$ cat src/hdl/i2cme_pkg.sv
`default_nettype none
// ----------------------------------------------------------------------------
// i2cme_pkg
// Shared types and constants of the I2C master byte engine.
// ----------------------------------------------------------------------------
package i2cme_pkg;

  localparam int unsigned PADDR_W   = 3;
  localparam int unsigned PDATA_W   = 32;
  localparam int unsigned HP_W      = 16;
  localparam int unsigned TDATA_W   = 16;
  localparam int unsigned TUSER_W   = 3;

  localparam logic [3:0]      BITS_PER_BYTE  = 4'd8;
  localparam logic [HP_W-1:0] HALF_PERIOD_RST = 16'd4000;

  // register index taken from paddr[2]
  localparam logic REG_HALF_PERIOD = 1'b0;

  typedef logic [2:0] mode_t;
  localparam mode_t MODE_TICK    = 3'd0;
  localparam mode_t MODE_START   = 3'd1;
  localparam mode_t MODE_RESTART = 3'd2;
  localparam mode_t MODE_STOP    = 3'd3;
  localparam mode_t MODE_WRITE   = 3'd4;
  localparam mode_t MODE_READ    = 3'd5;

  typedef enum logic [5:0] {
    ST_IDLE    = 6'b000001,
    ST_START   = 6'b000010,
    ST_RESTART = 6'b000100,
    ST_STOP    = 6'b001000,
    ST_WRITE   = 6'b010000,
    ST_READ    = 6'b100000
  } cmd_t;

  typedef struct packed {
    logic       sda_in;
    logic       send_nack;
    logic [7:0] wr_data;
    mode_t      mode;
  } item_t;

  typedef struct packed {
    logic       ack_received;
    logic [7:0] rd_data;
    logic       done_res;
    logic       busy_res;
    logic       sda_out;
    logic       scl_out;
  } result_t;

endpackage
`default_nettype wire

$ cat src/hdl/i2cme_cfg.sv
`default_nettype none
// ----------------------------------------------------------------------------
// i2cme_cfg
// APB register file: half period length in ticks.
// ----------------------------------------------------------------------------
module i2cme_cfg (
  input  wire logic                           clk,
  input  wire logic                           rst,
  input  wire logic                           psel,
  input  wire logic                           penable,
  input  wire logic                           pwrite,
  input  wire logic [i2cme_pkg::PADDR_W-1:0]  paddr,
  input  wire logic [i2cme_pkg::PDATA_W-1:0]  pwdata,
  output logic      [i2cme_pkg::PDATA_W-1:0]  prdata,
  output logic                                pready,
  output logic      [i2cme_pkg::HP_W-1:0]     half_period_ticks
);
  import i2cme_pkg::*;

  logic wr_en;

  assign pready = 1'b1;
  assign wr_en  = psel & penable & pwrite & pready & (paddr[2] == REG_HALF_PERIOD);

  always_ff @(posedge clk) begin
    if (rst) begin
      half_period_ticks <= HALF_PERIOD_RST;
    end else if (wr_en) begin
      half_period_ticks <= pwdata[HP_W-1:0];
    end
  end

  always_comb begin
    prdata = '0;
    if (paddr[2] == REG_HALF_PERIOD) begin
      prdata[HP_W-1:0] = half_period_ticks;
    end
  end

endmodule
`default_nettype wire

$ cat src/hdl/i2cme_core.sv
`default_nettype none
// ----------------------------------------------------------------------------
// i2cme_core
// Bit engine state and its registered update for one tick or command.
// ----------------------------------------------------------------------------
module i2cme_core (
  input  wire logic                        clk,
  input  wire logic                        rst,
  input  wire logic                        go,
  input  wire i2cme_pkg::item_t            item,
  input  wire logic [i2cme_pkg::HP_W-1:0]  half_period_ticks,
  output i2cme_pkg::result_t               res
);
  import i2cme_pkg::*;

  cmd_t            cmd, cmd_next;
  logic [4:0]      phase, phase_next;
  logic [3:0]      bit_count, bit_count_next;
  logic [7:0]      shift_byte, shift_byte_next;
  logic [HP_W-1:0] divider_count, divider_count_next;
  logic            scl_level, scl_level_next;
  logic            sda_level, sda_level_next;
  logic            ack_flag, ack_flag_next;
  logic            nack_choice, nack_choice_next;
  logic [7:0]      last_read, last_read_next;

  logic [HP_W-1:0] div_inc;
  logic [HP_W-1:0] hp;
  logic [3:0]      bc_inc;
  logic            rd;
  logic            finish;

  assign div_inc = divider_count + 16'd1;
  assign hp      = (half_period_ticks == '0) ? 16'd1 : half_period_ticks;
  assign bc_inc  = bit_count + 4'd1;
  assign rd      = (cmd == ST_READ);

  always_comb begin
    cmd_next           = cmd;
    phase_next         = phase;
    bit_count_next     = bit_count;
    shift_byte_next    = shift_byte;
    divider_count_next = divider_count;
    scl_level_next     = scl_level;
    sda_level_next     = sda_level;
    ack_flag_next      = ack_flag;
    nack_choice_next   = nack_choice;
    last_read_next     = last_read;
    finish             = 1'b0;

    if (go) begin
      if (item.mode == MODE_TICK) begin
        if (cmd != ST_IDLE) begin
          if ((div_inc < hp) && (div_inc != '0)) begin
            divider_count_next = div_inc;
          end else begin
            divider_count_next = '0;
            phase_next         = phase + 5'd1;
            unique case (cmd)
              ST_START: begin
                priority if (phase == 5'd0) sda_level_next = 1'b0;
                else if (phase == 5'd1) scl_level_next = 1'b0;
                else finish = 1'b1;
              end
              ST_RESTART: begin
                priority if (phase == 5'd0) scl_level_next = 1'b1;
                else if (phase == 5'd1) sda_level_next = 1'b0;
                else if (phase == 5'd2) scl_level_next = 1'b0;
                else finish = 1'b1;
              end
              ST_STOP: begin
                priority if (phase == 5'd0) scl_level_next = 1'b1;
                else if (phase == 5'd1) sda_level_next = 1'b1;
                else finish = 1'b1;
              end
              ST_WRITE, ST_READ: begin
                if (!phase[0]) begin
                  scl_level_next = 1'b1;
                end else begin
                  scl_level_next = 1'b0;
                  if (bit_count < BITS_PER_BYTE) begin
                    shift_byte_next = {shift_byte[6:0], rd & item.sda_in};
                    bit_count_next  = bc_inc;
                    if (bc_inc < BITS_PER_BYTE) begin
                      sda_level_next = rd ? 1'b1 : shift_byte[6];
                    end else begin
                      sda_level_next = rd ? nack_choice : 1'b1;
                    end
                  end else begin
                    if (rd) begin
                      last_read_next = shift_byte;
                      sda_level_next = 1'b1;
                    end else begin
                      ack_flag_next = ~item.sda_in;
                    end
                    finish = 1'b1;
                  end
                end
              end
              default: begin
              end
            endcase
            if (finish) begin
              cmd_next           = ST_IDLE;
              phase_next         = '0;
              bit_count_next     = '0;
              divider_count_next = '0;
            end
          end
        end
      end else if (cmd == ST_IDLE) begin
        phase_next         = '0;
        bit_count_next     = '0;
        divider_count_next = '0;
        unique case (item.mode)
          MODE_START: begin
            cmd_next       = ST_START;
            sda_level_next = 1'b1;
            scl_level_next = 1'b1;
          end
          MODE_RESTART: begin
            cmd_next       = ST_RESTART;
            sda_level_next = 1'b1;
          end
          MODE_STOP: begin
            cmd_next       = ST_STOP;
            sda_level_next = 1'b0;
          end
          MODE_WRITE: begin
            cmd_next        = ST_WRITE;
            shift_byte_next = item.wr_data;
            scl_level_next  = 1'b0;
            sda_level_next  = item.wr_data[7];
          end
          MODE_READ: begin
            cmd_next         = ST_READ;
            shift_byte_next  = '0;
            nack_choice_next = item.send_nack;
            scl_level_next   = 1'b0;
            sda_level_next   = 1'b1;
          end
          default: begin
          end
        endcase
      end
    end
  end

  always_comb begin
    res.scl_out      = scl_level_next;
    res.sda_out      = sda_level_next;
    res.busy_res     = (cmd_next != ST_IDLE);
    res.done_res     = finish;
    res.rd_data      = last_read_next;
    res.ack_received = ack_flag_next;
  end

  always_ff @(posedge clk) begin
    if (rst) begin
      cmd           <= ST_IDLE;
      phase         <= '0;
      bit_count     <= '0;
      shift_byte    <= '0;
      divider_count <= '0;
      scl_level     <= 1'b1;
      sda_level     <= 1'b1;
      ack_flag      <= 1'b0;
      nack_choice   <= 1'b0;
      last_read     <= '0;
    end else begin
      cmd           <= cmd_next;
      phase         <= phase_next;
      bit_count     <= bit_count_next;
      shift_byte    <= shift_byte_next;
      divider_count <= divider_count_next;
      scl_level     <= scl_level_next;
      sda_level     <= sda_level_next;
      ack_flag      <= ack_flag_next;
      nack_choice   <= nack_choice_next;
      last_read     <= last_read_next;
    end
  end

endmodule
`default_nettype wire

$ cat src/hdl/i2cme_outbuf.sv
`default_nettype none
// ----------------------------------------------------------------------------
// i2cme_outbuf
// Two-entry result buffer: output register plus skid entry.
// ----------------------------------------------------------------------------
module i2cme_outbuf (
  input  wire logic                clk,
  input  wire logic                rst,
  input  wire logic                push,
  input  wire i2cme_pkg::result_t  din,
  output logic                     space,
  output logic                     m_tvalid,
  input  wire logic                m_tready,
  output i2cme_pkg::result_t       dout
);
  import i2cme_pkg::*;

  result_t    ob0, ob1;
  logic [1:0] cnt;
  logic       pop;

  assign space    = (cnt != 2'd2);
  assign m_tvalid = (cnt != 2'd0);
  assign pop      = m_tvalid & m_tready;
  assign dout     = ob0;

  always_ff @(posedge clk) begin
    if (rst) begin
      cnt <= '0;
    end else begin
      cnt <= cnt + {1'b0, push} - {1'b0, pop};
    end
  end

  always_ff @(posedge clk) begin
    if (pop) begin
      ob0 <= (push && cnt == 2'd1) ? din : ob1;
    end else if (push && cnt == 2'd0) begin
      ob0 <= din;
    end
  end

  always_ff @(posedge clk) begin
    if (push && !pop && cnt == 2'd1) begin
      ob1 <= din;
    end
  end

endmodule
`default_nettype wire

$ cat src/hdl/i2c_master_byte_engine.sv
`default_nettype none
// ----------------------------------------------------------------------------
// i2c_master_byte_engine
// I2C master bit engine driven by tick and command transactions.
// ----------------------------------------------------------------------------
// Each input transaction is held in the input register, then its result is
// written into the result buffer and offered on m_tvalid.
// Throughput: one transaction per cycle; the input stalls only while both
// result buffer entries are held.
// Reset (rst, synchronous): engine idle, SCL and SDA released, half period
// 4000 ticks, result buffer and input register empty.
// ----------------------------------------------------------------------------
module i2c_master_byte_engine (
  input  wire logic                           clk,
  input  wire logic                           rst,
  input  wire logic                           s_tvalid,
  output logic                                s_tready,
  // [7:0] wr_data, [8] send_nack, [9] sda_in, [15:10] zero
  input  wire logic [i2cme_pkg::TDATA_W-1:0]  s_tdata,
  // [2:0] mode
  input  wire logic [i2cme_pkg::TUSER_W-1:0]  s_tuser,
  output logic                                m_tvalid,
  input  wire logic                           m_tready,
  // [0] scl_out, [1] sda_out, [2] busy_res, [3] done_res, [11:4] rd_data,
  // [12] ack_received, [15:13] zero
  output logic      [i2cme_pkg::TDATA_W-1:0]  m_tdata,
  input  wire logic                           psel,
  input  wire logic                           penable,
  input  wire logic                           pwrite,
  input  wire logic [i2cme_pkg::PADDR_W-1:0]  paddr,
  input  wire logic [i2cme_pkg::PDATA_W-1:0]  pwdata,
  output logic      [i2cme_pkg::PDATA_W-1:0]  prdata,
  output logic                                pready
);
  import i2cme_pkg::*;

  logic            in_v;
  item_t           in_item;
  logic            go;
  logic            buf_space;
  result_t         res;
  result_t         out_res;
  logic [HP_W-1:0] half_period_ticks;

  assign s_tready = ~in_v | buf_space;
  assign go       = in_v & buf_space;

  always_ff @(posedge clk) begin
    if (rst) begin
      in_v <= 1'b0;
    end else if (s_tvalid && s_tready) begin
      in_v <= 1'b1;
    end else if (go) begin
      in_v <= 1'b0;
    end
  end

  always_ff @(posedge clk) begin
    if (s_tvalid && s_tready) begin
      in_item.mode      <= s_tuser;
      in_item.wr_data   <= s_tdata[7:0];
      in_item.send_nack <= s_tdata[8];
      in_item.sda_in    <= s_tdata[9];
    end
  end

  i2cme_cfg u_cfg (
    .clk               (clk),
    .rst               (rst),
    .psel              (psel),
    .penable           (penable),
    .pwrite            (pwrite),
    .paddr             (paddr),
    .pwdata            (pwdata),
    .prdata            (prdata),
    .pready            (pready),
    .half_period_ticks (half_period_ticks)
  );

  i2cme_core u_core (
    .clk               (clk),
    .rst               (rst),
    .go                (go),
    .item              (in_item),
    .half_period_ticks (half_period_ticks),
    .res               (res)
  );

  i2cme_outbuf u_outbuf (
    .clk      (clk),
    .rst      (rst),
    .push     (go),
    .din      (res),
    .space    (buf_space),
    .m_tvalid (m_tvalid),
    .m_tready (m_tready),
    .dout     (out_res)
  );

  assign m_tdata = {3'b000, out_res};

  a_go_has_space: assert property (@(posedge clk) disable iff (rst)
    go |-> buf_space)
    else $error("result pushed into full buffer");

  a_done_not_busy: assert property (@(posedge clk) disable iff (rst)
    (go && res.done_res) |-> !res.busy_res)
    else $error("done reported while still busy");

  a_stall_holds_item: assert property (@(posedge clk) disable iff (rst)
    !s_tready |-> in_v)
    else $error("input stalled with empty input register");

  a_accept_loads: assert property (@(posedge clk) disable iff (rst)
    (s_tvalid && s_tready) |=> in_v)
    else $error("accepted transaction lost");

endmodule
`default_nettype wire

$ cat config.mk
export PLATFORM = sky130hd
export DESIGN_NAME = i2c_master_byte_engine
export DESIGN_NICKNAME = d
export VERILOG_FILES = /design/src/hdl/i2cme_pkg.sv /design/src/hdl/i2cme_cfg.sv /design/src/hdl/i2cme_core.sv /design/src/hdl/i2cme_outbuf.sv /design/src/hdl/i2c_master_byte_engine.sv
export SDC_FILE = /design/constraint.sdc
export NUM_CORES = 1
export LEC_CHECK = 0
export ABC_AREA = 1
export BUFFER_PORTS_ARGS = -buffer_cell sky130_fd_sc_hd__buf_4
export CORE_ASPECT_RATIO = 1.1
export CORE_MARGIN = 2
export CORE_UTILIZATION = 57
export CTS_CLUSTER_DIAMETER = 40
export DETAILED_ROUTE_END_ITERATION = 10
export PLACE_DENSITY = 0.81
export SYNTH_ARGS = -nofsm -noshare
export SYNTH_HDL_FRONTEND = slang
export SYNTH_HIERARCHICAL = 1
export SYNTH_SLANG_ARGS = --single-unit
$ cat constraint.sdc
create_clock -name clk -period 3.3 [get_ports clk]
set_input_delay 0.66 -clock clk [delete_from_list [all_inputs] [get_ports clk]]
set_output_delay 0.66 -clock clk [all_outputs]
set_load 0.02 [all_outputs]
==> results of run 1 <==
## registers in the layout (all words and copies together), names as in the netlist, 2 cells and up
| register | flops |
|---|---|
| u_cfg/half_period_ticks | 16 |
| u_core/divider_count | 16 |
| in_item | 13 |
| u_outbuf/dout | 13 |
| u_outbuf/ob1 | 13 |
| u_core/last_read | 8 |
| u_core/shift_byte | 8 |
| u_core/cmd | 6 |
| u_core/phase | 5 |
| u_core/bit_count | 4 |
| u_outbuf/cnt | 2 |
## layer usage
metal | part of all wire (%) | track usage, % | vias to the layer above
met5 | 0 | 0 | -
met4 | 2.0 | 7.387 | 0
met3 | 5.8 | 4.952 | 19
met2 | 49 | 39.61 | 145
met1 | 43 | 27.34 | 2371
li1 | - | - | 2879
## cell usage in the layout, fill, tap and decap left out, types with 4 or more instances in the layout
| cell | synthesis | final |
|---|---|---|
| conb_1 | 3 | 20 |
| nor2_2 | 4 | 5 |
| dfxtp_2 | 0 | 4 |
| nand3_1 | 70 | 67 |
| nand3_2 | 1 | 5 |
| nand2_1 | 217 | 217 |
| o21ai_0 | 24 | 24 |
| a21oi_1 | 33 | 33 |
| dfxtp_1 | 70 | 66 |
| inv_1 | 152 | 152 |
| xor2_1 | 4 | 4 |
| nor2_1 | 118 | 117 |
| ha_1 | 25 | 25 |
| clkbuf_16 | 0 | 9 |
| nand2_2 | 4 | 4 |
| o21ai_1 | 9 | 8 |
| buf_4 | 28 | 75 |
| edfxtp_1 | 39 | 39 |
| nor3_1 | 12 | 11 |
| o31ai_1 | 4 | 4 |
| nand4_1 | 18 | 18 |
## cells in the mapped netlist (3+ instances only)
cell | instances | area share [%]
buf_6 | 6 | 1.1
nand4_1 | 18 | 1.8
a211oi_1 | 3 | 0.36
a31oi_1 | 3 | 0.30
xor2_1 | 4 | 0.55
ha_1 | 25 | 4.9
nand2_1 | 217 | 13
nand3_4 | 3 | 0.83
edfxtp_1 | 39 | 19
a21oi_1 | 33 | 2.6
inv_1 | 152 | 9.0
nand3_1 | 70 | 5.5
conb_1 | 3 | 0.18
nand2_2 | 4 | 0.40
clkbuf_1 | 10 | 0.59
o21ai_0 | 24 | 1.9
nor2_4 | 3 | 0.53
nor3_1 | 12 | 0.95
buf_4 | 28 | 3.3
nor4_1 | 3 | 0.30
dfxtp_1 | 70 | 22
nor2_1 | 118 | 7.0
o21ai_1 | 9 | 0.71
nor2_2 | 4 | 0.40
o31ai_1 | 4 | 0.47
## cell families after synthesis
| kind of cell | Yosys count | synth area share (%) |
|---|---|---|
| adder cells (fa/ha/maj) | 25 | 4.942 |
| other | 3 | 0.1779 |
| buffers and inverters | 201 | 14.33 |
| AND/OR/NAND/NOR | 457 | 31.53 |
| XOR/XNOR | 4 | 0.5534 |
| flip-flops | 109 | 40.64 |
| AO/OA/AOI/OAI | 87 | 7.828 |
## through the flow
| step | cell area (um2) | util [%] | total power (W) |
|---|---|---|---|
| 5_1_grt | 7169 | 66.01 | 0.003030 |
| 6_report | 7169 | 66.01 | 0.002909 |
| 3_5_place_dp | 6820 | 62.80 | 0.001832 |
| 3_3_place_gp | 6820 | 62.80 | 0.001827 |
| 2_1_floorplan | 6394 | - | 0.001740 |
| 4_1_cts | 7128 | 65.63 | 0.002924 |
## power breakdown
part | leakage [nW] | switching, W | internal, W | total, W
Combinational | 2.47 | 0.000218 | 0.000123 | 0.000340
Clock | 0.148 | 0.000561 | 0.000545 | 0.00111
Sequential | 0.940 | 0.0000273 | 0.00144 | 0.00146
## worst max-delay path, cell delays in order (launching register included)
cell and delay, ps:
dfxtp_1 400, nand2_1 120, nor2_1 270, nand4_1 140, nand2_1 140, inv_1 80, ha_1 290, nand2_1 80
nor2_1 50, a211oi_1 190, o221ai_1 210, nor2_4 210, nand2_4 130, nand3_4 140, nand2_1 60, o21ai_1 120
inv_1 90, nand2_1 70, nand2_1 50
## final cells by class
class                   count  area, um2
fillers                   962       3691
clock inverters             7      82.58
flip-flops and latches    109       2577
repair buffers             75      563.0
multi-input cells         594       2950
well taps                 147      183.9
inverters                 156      586.8
clock buffers               9      225.2
## final timing paths
path | startpoint | end | cells past startpoint
worst max-delay path | u_core/divider_count[7]$_SDFFE_PP0P_ | u_outbuf/dout[9]$_DFFE_PP_ | 18
worst min-delay path | u_core/nack_choice$_SDFFE_PP0P_ | u_core/nack_choice$_SDFFE_PP0P_ | 2
worst max register to register | u_core/divider_count[7]$_SDFFE_PP0P_ | u_outbuf/dout[9]$_DFFE_PP_ | 18
worst min register to register | u_core/nack_choice$_SDFFE_PP0P_ | u_core/nack_choice$_SDFFE_PP0P_ | 2
==> results.yml, run 1 <==
layout:
  fin_cells: 1097
  nNetsFinal: 1031
  area.growth.synth_to_final_pct: 13.26
  layout-drive-gt1-share_pct: 13.26
  insertedDiodeCount: 0
timing:
  tightest_slew_ps: 686.6
  max_freq_ghz: 0.3253
  rsz0062_at_grt: "yes"
  slew_headroom_pct: 54.06
  setup_viol: 0
  hold_viol_final: 0
  period_share_pct: 93.16
  clock_skew_ps: 12.94
  setup_tns_ps: 0
  fin_crit_ps: 3074
  slew_viol_final: 0
  setup_slack_ps: 225.8
  holdWs_ps: 459.1
yosys:
  yosys.cell_types.count: 43
  synth_async_sr_flop_share_pct: 0
  synth-edff-count: 39
  ys_warn_count: 6
  syn_area_mm2: 0.006330
  postSynthAreaPerCell_um2: 7.144
  synthCells: 886
  ys_seq_area_share_pct: 40.64
  ys_ff_latch: 109
  ys.flop_type: "dfxtp_1"
cts:
  tritoncts: "done"
  root_buffer: "clkbuf_16"
  cts_made_buffers: 9
  cts.htree.levels: 3
  clock_latency_ps: 360
  clockBufferDepth: 2
  post_cts_buffers: 0
  cts-hold-fix-buffers: 0
  path_clk_slew_ps: 90
  clkSinkCount: 109
  cts_resized: 0
drt:
  wire_per_inst_um: 11.99
  ant_nets: 0
  routed_wirelength_um: 13150
  vias: 5414
  dr.pass1.iters: 5
  drt_iter0_markers: 331
  drc_errors: 0
  viasPerCell: 4.935
die:
  core_area_mm2: 0.01086
  num_io_pins: 112
  die_y_um: 114.5
  rows: 40
  die-area_mm2: 0.01197
  die_w_um: 104.5
  initial_utilization_pct: 58.28
grt:
  track_usage_pct: 22.47
  grt.overflow.total: 0
  grt_pass1_vias: 4771
  grt_pass1_wl_um: 21900
  antenna_found_initial: 0
  grt_max_degree: 45
placement:
  dpl.hpwl_um: 9631
  numPortBuffers: 67
  dp_cells: 1080
  routabilityCongestion: 0.9250
  detailedPlace.worstSlack_ps: 208.9
setup_path:
  crit_type: "register to register"
  worstPathRequired_ps: 3420
  arrival_ps: 3200
  cp_max_fo: 8
  critPathLaunchType: "register"
  cp-end-kind: "register"
  r2r_slack_ps: 230
run:
  max_cap_violations: 0
status:
  status: "complete, no violations"
power:
  peakVddDrop_mv: 0.3223
  p_per_area_mw_per_mm2: 405.7
  leakagePower_nw: 3.560
min_path:
  hp-class: "register to register"
(Power assumes the default switching activity.)
==> run 2: changes to the inputs <==
CORE_UTILIZATION = 30   (was 57)
PLACE_DENSITY = unset   (was 0.81)
==> results.yml, run 2 (synthesis results as in run 1) <==
run:
  max_cap_violations: 0
timing:
  clock_skew_ps: 10.67
  rsz0062_at_grt: "yes"
  setup_slack_ps: 197.3
  fin_crit_ps: 3103
  slew_viol_final: 0
  hold_viol_final: 0
  tightest_slew_ps: 742.1
  slew_headroom_pct: 50.15
  period_share_pct: 94.02
  setup_viol: 0
  max_freq_ghz: 0.3223
setup_path:
  slowest_stage: "dfxtp_1"
  cp-end-kind: "register"
  critPathLaunchType: "register"
  max_stage_delay_ps: 430
  r2r_slack_ps: 200
  arrival_ps: 3230
  cp_common_cell: "nand2_1"
  crit_type: "register to register"
  cp-startpoint: "u_core/divider_count[4]$_SDFFE_PP0P_"
  cp_max_fo: 8
  crit_chain: "nand2_1, nor2_2, nand2_2, nor2_1, nand3_1, nand2_1, inv_1, ha_1, nand4_1, nor3_2, nand2_2, nand2_4, nand3_4, buf_4, o21ai_1, inv_1, nand2_1, nand2_1"
  worstPathRequired_ps: 3420
  worstReg2RegStart: "u_core/divider_count[4]$_SDFFE_PP0P_"
placement:
  detailedPlace.worstSlack_ps: 87.75
  routabilityCongestion: 0.9067
  dpl.hpwl_um: 10620
  numPortBuffers: 67
power:
  finalPower_w: 0.002943
  p_per_area_mw_per_mm2: 397.8
  leakagePower_nw: 3.615
  peakVddDrop_mv: 0.2412
cts:
  path_clk_slew_ps: 80
  tritoncts: "done"
  cts-hold-fix-buffers: 0
  cts.htree.levels: 3
  cts_made_buffers: 9
  root_buffer: "clkbuf_16"
  clock_latency_ps: 360
  clkSinkCount: 109
  clockBufferDepth: 2
grt:
  antenna_found_initial: 0
  grt_pass1_vias: 4990
  grt.overflow.total: 0
  grt_pass1_wl_um: 23430
  track_usage_pct: 13.03
  grt_max_degree: 45
layout:
  layout-drive-gt1-share_pct: 14.08
  fillers: 2212
  seq_area_mm2: 0.002576
  final_cell_mix: "nand2_1, inv_1, nor2_1"
  area.growth.synth_to_final_pct: 16.90
  reg_top3: "u_cfg/half_period_ticks (16), u_core/divider_count (16)"
  insertedDiodeCount: 0
  nNetsFinal: 1040
  final_common_cell: "nand2_1"
  multiInputGateArea_mm2: 0.002962
die:
  num_io_pins: 112
  die_y_um: 156.3
  core_area_mm2: 0.02064
  rows: 55
  initial_utilization_pct: 30.66
  die_w_um: 142.5
  die-area_mm2: 0.02228
drt:
  vias: 5389
  drt_iter0_markers: 320
  drc_errors: 0
  viasPerCell: 4.435
  ant_nets: 0
  wire_per_inst_um: 11.58
  dr.pass1.iters: 4
  routed_wirelength_um: 14070
status:
  status: "complete, no violations"
min_path:
  worstHoldStart: "s_tdata[5]"
  hp-class: "input port to register"
[run 2: per-stage QoR]
stage	instance area [um2]	hold slack (ps)	setup TNS (ps)	std cells	utilization (%)
after floorplan	6394	433.8	0	903	-
final	7400	466.3	0	1215	35.84
after CTS	7318	451.7	0	1210	35.45
after detailed placement	7007	458.3	0	1194	33.94
after global placement	7007	451.9	0	1194	33.94
after global routing	7400	453.1	-49.20	1215	35.84
[run 2: final timing paths]
kind,cells after the start,endpoint
max,18,u_outbuf/dout[6]$_DFFE_PP_
min,1,in_item[8]$_DFFE_PP_
max reg2reg,18,u_outbuf/dout[6]$_DFFE_PP_
min reg2reg,2,u_core/shift_byte[7]$_SDFFE_PP0P_
[run 2: final cells by class]
cell class | count | share of cell area [%]
well taps | 256 | 4.329
repair buffers | 84 | 8.691
multi-input cells | 594 | 40.02
clock buffers | 9 | 3.044
clock inverters | 7 | 1.167
inverters | 156 | 7.930
flip-flops and latches | 109 | 34.82
[run 2: power by group]
group | switching, W | total (W) | internal, W
logic | 0.000222 | 0.000347 | 0.000125
registers | 0.0000276 | 0.00146 | 0.00144
clock network | 0.000528 | 0.00113 | 0.000605
total | 0.000778 | 0.00294 | 0.00217
[run 2: layer usage]
metal	wire, um	global-route usage (%)	vias up	share of wire (%)
met5	0	0	-	0
met4	231	4.055	0	1.6
met3	711	3.427	14	5.1
met2	7003	23.37	117	50
met1	6125	15.10	2369	44
li1	-	-	2889	-
[run 2: critical path, delay by kind of cell (launching register included)]
kind,cells,cell delay [ps]
adders and majority gates,1,280
DFF,1,430
buffers and inverters,3,320
and+or+nand+nor,13,1640
AOI/OAI and AO/OA,1,180
[run 2: what timing repair did]
| item | in CTS | in global routing |
|---|---|---|
| resized for setup | 0 | 11 |
| buffers inserted | 0 | 4 |
| endpoints found under the setup margin | 0 | 54 |
